--- src/rtl/phdd_pkg.sv ---
// phdd_pkg: shared constants and types of the page-hinkley drift detector
// field widths, register reset values, register indexes and item codes
// no dependencies
package phdd_pkg;

	// default widths of the sample path and of the cumulative sums
	localparam int unsigned SAMPLE_WIDTH_DEF = 32;
	localparam int unsigned SUM_WIDTH_DEF    = 48;

	// fixed field widths
	localparam int unsigned CNT_W      = 32;
	localparam int unsigned DELTA_W    = 31;
	localparam int unsigned LAMBDA_W   = 47;
	localparam int unsigned WARMUP_W   = 16;
	localparam int unsigned CFG_IDX_W  = 2;
	localparam int unsigned CFG_DATA_W = 47;

	// register reset values
	localparam logic [DELTA_W-1:0]  TOLERANCE_RESET = '0;
	localparam logic [LAMBDA_W-1:0] THRESHOLD_RESET = LAMBDA_W'(3276800);
	localparam logic [WARMUP_W-1:0] WARMUP_RESET    = WARMUP_W'(30);

	// register indexes
	typedef enum logic [CFG_IDX_W-1:0] {
		REG_TOLERANCE = 2'd0,
		REG_THRESHOLD = 2'd1,
		REG_WARMUP    = 2'd2
	} cfg_reg_t;

	// item codes
	localparam logic OP_ADD   = 1'b0;
	localparam logic OP_CLEAR = 1'b1;

endpackage

--- src/rtl/phdd_if.sv ---
// phdd_if: valid/ready channels of the page-hinkley drift detector
// item, result and configuration channels; depends on phdd_pkg

interface phdd_item_if #(
	parameter int unsigned SAMPLE_WIDTH = phdd_pkg::SAMPLE_WIDTH_DEF
);
	logic                           valid;
	logic                           ready;
	logic                           op;
	logic signed [SAMPLE_WIDTH-1:0] sample;

	modport source (output valid, op, sample, input ready);
	modport sink (input valid, op, sample, output ready);
endinterface

interface phdd_result_if #(
	parameter int unsigned SAMPLE_WIDTH = phdd_pkg::SAMPLE_WIDTH_DEF
);
	import phdd_pkg::*;

	logic                           valid;
	logic                           ready;
	logic                           drift;
	logic signed [SAMPLE_WIDTH-1:0] mean;
	logic [CNT_W-1:0]               count;

	modport source (output valid, drift, mean, count, input ready);
	modport sink (input valid, drift, mean, count, output ready);
endinterface

interface phdd_cfg_if;
	import phdd_pkg::*;

	logic                  valid;
	logic                  ready;
	logic [CFG_IDX_W-1:0]  index;
	logic [CFG_DATA_W-1:0] data;

	modport source (output valid, index, data, input ready);
	modport sink (input valid, index, data, output ready);
endinterface

--- src/rtl/page_hinkley_drift_detector.sv ---
// page_hinkley_drift_detector: page-hinkley concept-drift detector, Q16.16
// running mean through a bit-serial restoring divider, saturating cusum and minimum
// depends on phdd_pkg and the channel interfaces in phdd_if
//
//   channel  dir  handshake      payload
//   cfg      in   valid/ready    index, data (register write, always ready)
//   item     in   valid/ready    op, sample
//   result   out  valid/ready    drift, mean, count
//
// a sample steps from item acceptance through the restoring divider, one quotient bit per
// cycle, then through the mean, term, sum, minimum and result load steps; a clear goes
// straight from acceptance to the result load; the next item is taken after the load
// the result register parts the two sides: an item is taken while a result waits,
// and only the result load stalls until the previous result has been taken
// arst_n clears the detector state and restores the register reset values

module page_hinkley_drift_detector #(
	parameter int unsigned SAMPLE_WIDTH = phdd_pkg::SAMPLE_WIDTH_DEF,
	parameter int unsigned SUM_WIDTH    = phdd_pkg::SUM_WIDTH_DEF
) (
	input  logic            clk,
	input  logic            arst_n,
	phdd_cfg_if.sink        cfg,
	phdd_item_if.sink       item,
	phdd_result_if.source   result
);
	import phdd_pkg::*;

	localparam int unsigned SW     = SAMPLE_WIDTH;
	localparam int unsigned SUMW   = SUM_WIDTH;
	localparam int unsigned TERM_W = ((SW > DELTA_W) ? SW : DELTA_W) + 2;
	localparam int unsigned ACC_W  = ((SUMW > TERM_W) ? SUMW : TERM_W) + 1;
	localparam int unsigned GAP_W  = (SUMW > LAMBDA_W) ? SUMW : LAMBDA_W;
	localparam int unsigned BIT_W  = $clog2(SW + 1);

	typedef enum logic [2:0] {
		S_IDLE,
		S_DIV,
		S_MEAN,
		S_TERM,
		S_SUM,
		S_MIN,
		S_FIN
	} state_t;

	// control and detector state
	state_t                  state_q;
	logic [BIT_W-1:0]        div_cnt_q;
	logic signed [SW-1:0]    mean_q;
	logic signed [SUMW-1:0]  cusum_q;
	logic signed [SUMW-1:0]  cmin_q;
	logic [CNT_W-1:0]        obs_q;

	// configuration registers
	logic [DELTA_W-1:0]      tol_q;
	logic [LAMBDA_W-1:0]     thr_q;
	logic [WARMUP_W-1:0]     warmup_q;

	// datapath registers
	logic signed [SW-1:0]    sample_q;
	logic                    neg_q;
	logic [SW-1:0]           dvd_q;
	logic [CNT_W-1:0]        rem_q;
	logic signed [TERM_W-1:0] term_q;
	logic [SUMW-1:0]         gap_q;

	// result register
	logic                    out_valid_q;
	logic                    drift_q;
	logic signed [SW-1:0]    out_mean_q;
	logic [CNT_W-1:0]        out_count_q;

	logic                    item_ok;
	logic                    result_free;
	logic [CNT_W-1:0]        cnt_inc;
	logic signed [SW:0]      diff;
	logic [SW:0]             diff_abs;
	logic [CNT_W:0]          trial;
	logic                    fits;
	logic [CNT_W:0]          rem_next;
	logic signed [SW:0]      q_s;
	logic signed [SW:0]      mean_sum;
	logic signed [TERM_W-1:0] s_ext;
	logic signed [TERM_W-1:0] m_ext;
	logic signed [TERM_W-1:0] t_ext;
	logic signed [TERM_W-1:0] term_calc;
	logic signed [ACC_W-1:0] acc;
	logic                    acc_ovf;
	logic signed [SUMW-1:0]  sum_sat;
	logic signed [SUMW-1:0]  cmin_next;
	logic [SUMW:0]           gap_calc;
	logic                    drift_calc;

	// handshakes
	assign item.ready   = (state_q == S_IDLE);
	assign cfg.ready    = 1'b1;
	assign item_ok      = item.valid && item.ready;
	assign result_free  = !out_valid_q || result.ready;

	assign result.valid = out_valid_q;
	assign result.drift = drift_q;
	assign result.mean  = out_mean_q;
	assign result.count = out_count_q;

	// saturating count and sample minus old mean
	assign cnt_inc  = (obs_q == '1) ? obs_q : obs_q + CNT_W'(1);
	assign diff     = {item.sample[SW-1], item.sample} - {mean_q[SW-1], mean_q};
	assign diff_abs = diff[SW] ? -diff : diff;

	// one restoring division step against the count
	assign trial    = {rem_q, dvd_q[SW-1]};
	assign fits     = (trial >= {1'b0, obs_q});
	assign rem_next = fits ? (trial - {1'b0, obs_q}) : trial;

	// signed quotient truncated toward zero, new mean
	assign q_s      = neg_q ? -$signed({1'b0, dvd_q}) : $signed({1'b0, dvd_q});
	assign mean_sum = $signed({mean_q[SW-1], mean_q}) + q_s;

	// sample minus new mean minus tolerance
	assign s_ext     = TERM_W'(sample_q);
	assign m_ext     = TERM_W'(mean_q);
	assign t_ext     = TERM_W'(tol_q);
	assign term_calc = s_ext - m_ext - t_ext;

	// saturating cumulative sum
	assign acc     = ACC_W'(cusum_q) + ACC_W'(term_q);
	assign acc_ovf = (acc[ACC_W-1:SUMW-1] != {(ACC_W - SUMW + 1){acc[ACC_W-1]}});
	assign sum_sat = !acc_ovf ? acc[SUMW-1:0] :
		acc[ACC_W-1] ? {1'b1, {(SUMW - 1){1'b0}}} : {1'b0, {(SUMW - 1){1'b1}}};

	// running minimum and gap above it
	assign cmin_next = (cusum_q < cmin_q) ? cusum_q : cmin_q;
	assign gap_calc  = {cusum_q[SUMW-1], cusum_q} - {cmin_next[SUMW-1], cmin_next};

	// alarm decision
	assign drift_calc = (obs_q >= CNT_W'(warmup_q)) && (GAP_W'(gap_q) > GAP_W'(thr_q));

	// configuration writes
	always_ff @(posedge clk or negedge arst_n) begin
		if (!arst_n) begin
			tol_q    <= TOLERANCE_RESET;
			thr_q    <= THRESHOLD_RESET;
			warmup_q <= WARMUP_RESET;
		end else if (cfg.valid && cfg.ready) begin
			unique case (cfg.index)
				REG_TOLERANCE: tol_q    <= cfg.data[DELTA_W-1:0];
				REG_THRESHOLD: thr_q    <= cfg.data[LAMBDA_W-1:0];
				REG_WARMUP:    warmup_q <= cfg.data[WARMUP_W-1:0];
				default: ;
			endcase
		end
	end

	// sequencer, detector state and result register
	always_ff @(posedge clk or negedge arst_n) begin
		if (!arst_n) begin
			state_q     <= S_IDLE;
			div_cnt_q   <= '0;
			mean_q      <= '0;
			cusum_q     <= '0;
			cmin_q      <= '0;
			obs_q       <= '0;
			out_valid_q <= 1'b0;
			drift_q     <= 1'b0;
			out_mean_q  <= '0;
			out_count_q <= '0;
		end else begin
			if (result.valid && result.ready) begin
				out_valid_q <= 1'b0;
			end
			unique case (state_q)
				S_IDLE: begin
					if (item_ok) begin
						if (item.op == OP_CLEAR) begin
							mean_q  <= '0;
							cusum_q <= '0;
							cmin_q  <= '0;
							obs_q   <= '0;
							state_q <= S_FIN;
						end else begin
							obs_q     <= cnt_inc;
							div_cnt_q <= BIT_W'(SW);
							state_q   <= S_DIV;
						end
					end
				end
				S_DIV: begin
					div_cnt_q <= div_cnt_q - BIT_W'(1);
					if (div_cnt_q == BIT_W'(1)) begin
						state_q <= S_MEAN;
					end
				end
				S_MEAN: begin
					mean_q  <= mean_sum[SW-1:0];
					state_q <= S_TERM;
				end
				S_TERM: begin
					state_q <= S_SUM;
				end
				S_SUM: begin
					cusum_q <= sum_sat;
					state_q <= S_MIN;
				end
				S_MIN: begin
					cmin_q  <= cmin_next;
					state_q <= S_FIN;
				end
				S_FIN: begin
					if (result_free) begin
						out_valid_q <= 1'b1;
						drift_q     <= drift_calc;
						out_mean_q  <= mean_q;
						out_count_q <= obs_q;
						state_q     <= S_IDLE;
					end
				end
				default: state_q <= S_IDLE;
			endcase
		end
	end

	// datapath: dividend/quotient shift register, remainder, term and gap
	always_ff @(posedge clk) begin
		unique case (state_q)
			S_IDLE: begin
				if (item_ok) begin
					sample_q <= item.sample;
					neg_q    <= diff[SW];
					dvd_q    <= diff_abs[SW-1:0];
					rem_q    <= '0;
					gap_q    <= '0;
				end
			end
			S_DIV: begin
				dvd_q <= {dvd_q[SW-2:0], fits};
				rem_q <= rem_next[CNT_W-1:0];
			end
			S_TERM: begin
				term_q <= term_calc;
			end
			S_MIN: begin
				gap_q <= gap_calc[SUMW-1:0];
			end
			default: ;
		endcase
	end

	// the minimum never lies above the sum between items
	a_min_below_sum: assert property (@(posedge clk) disable iff (!arst_n)
		(state_q == S_IDLE) |-> (cmin_q <= cusum_q))
		else $error("cusum minimum above cusum");

	// an alarm needs at least one observation
	a_drift_needs_count: assert property (@(posedge clk) disable iff (!arst_n)
		(result.valid && result.drift) |-> (result.count != '0))
		else $error("drift flagged with zero count");

	// an empty detector reports a zero mean and no alarm
	a_empty_is_zero: assert property (@(posedge clk) disable iff (!arst_n)
		(result.valid && (result.count == '0)) |-> ((result.mean == '0) && !result.drift))
		else $error("nonzero result with zero count");

	// a result appears only from the load step
	a_result_from_fin: assert property (@(posedge clk) disable iff (!arst_n)
		$rose(out_valid_q) |-> $past(state_q == S_FIN))
		else $error("result loaded outside the load step");

endmodule
--- src/flat_wrapper.sv ---
// flat-port wrapper written by rule: the top's interface ports become plain ports
module page_hinkley_drift_detector_flat import phdd_pkg::*;
#(
	parameter int unsigned SAMPLE_WIDTH = phdd_pkg::SAMPLE_WIDTH_DEF,
	parameter int unsigned SUM_WIDTH    = phdd_pkg::SUM_WIDTH_DEF
)
  (clk, arst_n, cfg_valid, cfg_index, cfg_data, cfg_ready, item_valid, item_op, item_sample, item_ready, result_valid, result_drift, result_mean, result_count, result_ready);
  phdd_cfg_if cfg_i ();
  phdd_item_if #(.SAMPLE_WIDTH(SAMPLE_WIDTH)) item_i ();
  phdd_result_if #(.SAMPLE_WIDTH(SAMPLE_WIDTH)) result_i ();
  input  logic clk;
  input  logic arst_n;
  input wire logic [$bits(cfg_i.valid)-1:0] cfg_valid;
  input wire logic [$bits(cfg_i.index)-1:0] cfg_index;
  input wire logic [$bits(cfg_i.data)-1:0] cfg_data;
  output wire logic [$bits(cfg_i.ready)-1:0] cfg_ready;
  input wire logic [$bits(item_i.valid)-1:0] item_valid;
  input wire logic [$bits(item_i.op)-1:0] item_op;
  input wire logic [$bits(item_i.sample)-1:0] item_sample;
  output wire logic [$bits(item_i.ready)-1:0] item_ready;
  output wire logic [$bits(result_i.valid)-1:0] result_valid;
  output wire logic [$bits(result_i.drift)-1:0] result_drift;
  output wire logic [$bits(result_i.mean)-1:0] result_mean;
  output wire logic [$bits(result_i.count)-1:0] result_count;
  input wire logic [$bits(result_i.ready)-1:0] result_ready;
  assign cfg_i.valid = cfg_valid;
  assign cfg_i.index = cfg_index;
  assign cfg_i.data = cfg_data;
  assign cfg_ready = cfg_i.ready;
  assign item_i.valid = item_valid;
  assign item_i.op = item_op;
  assign item_i.sample = item_sample;
  assign item_ready = item_i.ready;
  assign result_valid = result_i.valid;
  assign result_drift = result_i.drift;
  assign result_mean = result_i.mean;
  assign result_count = result_i.count;
  assign result_i.ready = result_ready;
  page_hinkley_drift_detector #(.SAMPLE_WIDTH(SAMPLE_WIDTH), .SUM_WIDTH(SUM_WIDTH)) u_core (.clk(clk), .arst_n(arst_n), .cfg(cfg_i), .item(item_i), .result(result_i));
endmodule
--- config.mk ---
export PLATFORM = sky130hd
export DESIGN_NAME = page_hinkley_drift_detector_flat
export DESIGN_NICKNAME = d
export VERILOG_FILES = /design/src/rtl/phdd_pkg.sv /design/src/rtl/phdd_if.sv /design/src/rtl/page_hinkley_drift_detector.sv /design/src/flat_wrapper.sv
export SDC_FILE = /design/constraint.sdc
export NUM_CORES = 2
export LEC_CHECK = 0
export ABC_AREA = 1
export BUFFER_PORTS_ARGS = -buffer_cell sky130_fd_sc_hd__buf_4
export CAP_MARGIN = 20
export CORE_MARGIN = 1.5
export CORE_UTILIZATION = 40
export DETAILED_ROUTE_END_ITERATION = 8
export GPL_ROUTABILITY_DRIVEN = 0
export PLACE_DENSITY = 0.53
export SYNTH_ARGS = -nofsm -noshare
export SYNTH_HDL_FRONTEND = slang
export SYNTH_SLANG_ARGS = --single-unit
--- constraint.sdc ---
create_clock -name clk -period 6.2 [get_ports clk]
set_input_delay 0.93 -clock clk [delete_from_list [all_inputs] [get_ports clk]]
set_output_delay 0.93 -clock clk [all_outputs]
set_load 0.01 [all_outputs]
==> run metrics <==
post-route antenna net violation count 0; CP Capture Point u_core.term_q[32]; syn nets 5564; final setup skew 0.0414 ns; register area 13600 µm²; Die H 312 µm; Least-Margin Pin Slew 1.02 ns; FF+latch count, synth 508; leading area contributor after synthesis dfrtp_1; Critical Path Fanout Max 7; CP arrival 5.80 ns; total of max-cap violations 0; status completed; synth unique cells 71; worst min-delay path class input pin to asynchronous set/reset pin; main area contributors after synthesis dfrtp_1 21%, edfxtp_1 14%, ha_1 12%; Post-synth EDFFs 179; GR Overflow Total 0; Filler cells 9769; min cycle time layout 5.38 ns; Final Cell Area 43100 µm²; multi-input logic area 21600 µm²; Rel. slew slack 32.1%; die width 312 µm; layout cells sized above 1 7.99%; Ant. Diodes 0; Post-DP Area 40900 µm²; top_reg_cell synth dfrtp_1; drt wl/cell 18.3 µm; Req. time, crit path 6.62 ns; yosys warns 0; fmax 186 MHz; # IOs 155; hold violation count in the final report 0; vias 34275; Starting DRT DRC Count 2624; pins over their slew limit 0; TritonCTS clock tree built; port bufs 153; Crit. Startpoint u_core.mean_q[1]; R2R setup slack 0.82 ns; Total GRT Usage 24.2%; PostCTS Resize Cnt 0; RSZ-0062 raised after global routing false; Crit Reg-Reg Endpoint u_core.term_q[32]; initial core utilization 40.3%; R2R Path Start u_core.mean_q[1]; Post-synth ARST share 64.8%; placed cells 6460; Commonest cells post-synth 1164 x nand2_1, 679 x inv_1, 475 x o21ai_0; first-pass GRT wire length 186 mm; fin worst setup slack 0.824 ns; number of remaining DRC errors 0; Final setup viols 0; P&R area growth vs syn 12.5%; Setup Buffers After CTS 0; Seq/Total Area, Yosys 35.5%; Cell Area, Synth 38300 µm²; post-route insts no fill 6573; clk slew on worst S/H paths 0.06 ns; R2R cell count 25; H-tree depth 2; clock sinks 508; Post-Syn Instances 5111; largest buffer count on any clock path 3; top-area cell type share of the netlist area 21.0%; most common cell in the synthesized netlist nand2_1; initial antenna violation count 1; DRT Pass-1 Iters 6; startpoint types flip-flop; largest net degree at the start of global routing 99; Synth Area per Inst 7.50 µm²; clock root buffer clkbuf_16; hold buffer count at CTS 0; core footprint 95000 µm²; Crit. End Element flip-flop; later-pin clock latency in the skew report 0.69 ns; fin nets 5710; Setup Crit Path Kind flip-flop to flip-flop; HPWL Detailed 94.8 mm; Final Cycle Share 86.7%; worst slack at placement 0.880 ns; setup tns final 0 ns; std cell rows 113; vias per cell 5.21; final wirelength 120 mm; vias in the first global route 32709; Num CTS Buffers 59; die footprint 97600 µm²
[through the flow]
step                hold slack (ns)  utilization, %
floorplan                     0.453               -
global placement              0.465            43.1
detailed placement            0.473            43.1
CTS                           0.329            45.4
global route                  0.359            45.4
finish                        0.308            45.4
[logic make-up after synthesis]
logic type      after synthesis  synth area share, %
xor+xnor                    207                 4.73
compound gates             1237                 17.7
flops                       508                 35.5
simple gates               1980                 21.8
fa+ha+maj                   366                 12.1
buf+inv                     812                 8.11
other cells                   1              0.00979
[worst max-delay path, stage by stage (launching register included)]
cell      delay (ns)
dfrtp_1         0.38
inv_1           0.25
ha_1            0.21
a21oi_1         0.06
nand2_1         0.10
a21oi_1         0.11
o21ai_1         0.34
a21boi_0        0.19
buf_4           0.20
o21ai_1         0.27
a21oi_1         0.16
o21ai_1         0.26
a21oi_1         0.17
o21ai_1         0.31
a21oi_1         0.14
xnor2_1         0.16
ha_1            0.35
nand2_1         0.12
nor4_1          0.40
nand4_1         0.14
o21ai_0         0.35
nand3_1         0.11
nand2_1         0.11
a21oi_1         0.07
nand2_1         0.08
xnor2_1         0.07
[per-layer routing]
layer,vias to the layer above,global-route usage [%],part of all wire [%]
met4,0,11.1,4.8
met3,181,2.27,3.7
li1,17454,-,-
met1,15981,32.2,45
met5,-,0,0
met2,659,39.8,46
[cells in the final DEF (no fill, tap or decap), drive strengths merged, types with 4 or more instances in the layout]
cell type     n
nand3b       11
o21ai       520
a21oi       465
buf         188
inv         707
o21bai       17
a21boi       16
xnor2        73
o31ai        12
o311ai        4
nor2        434
a31oi        37
dfstp         7
nand2      1187
o21a         37
or2          20
o22ai        60
a211oi       11
clkbuf       83
nand4        59
xor2        134
o221ai        5
bufinv        6
a2111oi       4
o211ai       10
ha          359
dfrtp       322
a221oi        8
edfxtp      179
clkinv       22
nor3         63
a21o         20
fa            7
nor4         26
nand3       174
[flip-flops by register name, indices dropped and copies added, names as in the netlist, 3 cells and up]
signal,flops
u_core.rem_q,32
u_core.result.count,32
u_core.tol_q,31
u_core.sample_q,32
u_core.mean_q,32
u_core.cmin_q,48
u_core.obs_q,32
u_core.term_q,34
u_core.state_q,3
u_core.result.mean,32
u_core.thr_q,47
u_core.div_cnt_q,6
u_core.warmup_q,16
u_core.cusum_q,48
u_core.gap_q,48
u_core.dvd_q,32
[worst min path at each step]
stage,start,end,slack [ns],cells after the start
after floorplan,u_core.thr_q[10],u_core.thr_q[10],0.45,2
after global placement,u_core.thr_q[4],u_core.thr_q[4],0.47,2
after detailed placement,u_core.tol_q[11],u_core.tol_q[11],0.47,2
after CTS,arst_n,u_core.cusum_q[37],0.33,1
after global routing,arst_n,u_core.cusum_q[33],0.36,1
final,arst_n,u_core.cusum_q[37],0.31,1
[cell type report]
| class | instances | share of cell area, % |
|---|---|---|
| multi-input cells | 3791 | 50.2 |
| flip-flops and latches | 508 | 31.6 |
| well taps | 1265 | 3.67 |
| inverters | 709 | 6.18 |
| repair buffers | 188 | 3.42 |
| clock inverters | 29 | 0.873 |
| clock buffers | 83 | 4.09 |
Power is left out: the tool's default activity adds up to more than one toggle a clock period on the data nets, which glitch-free logic cannot reach.
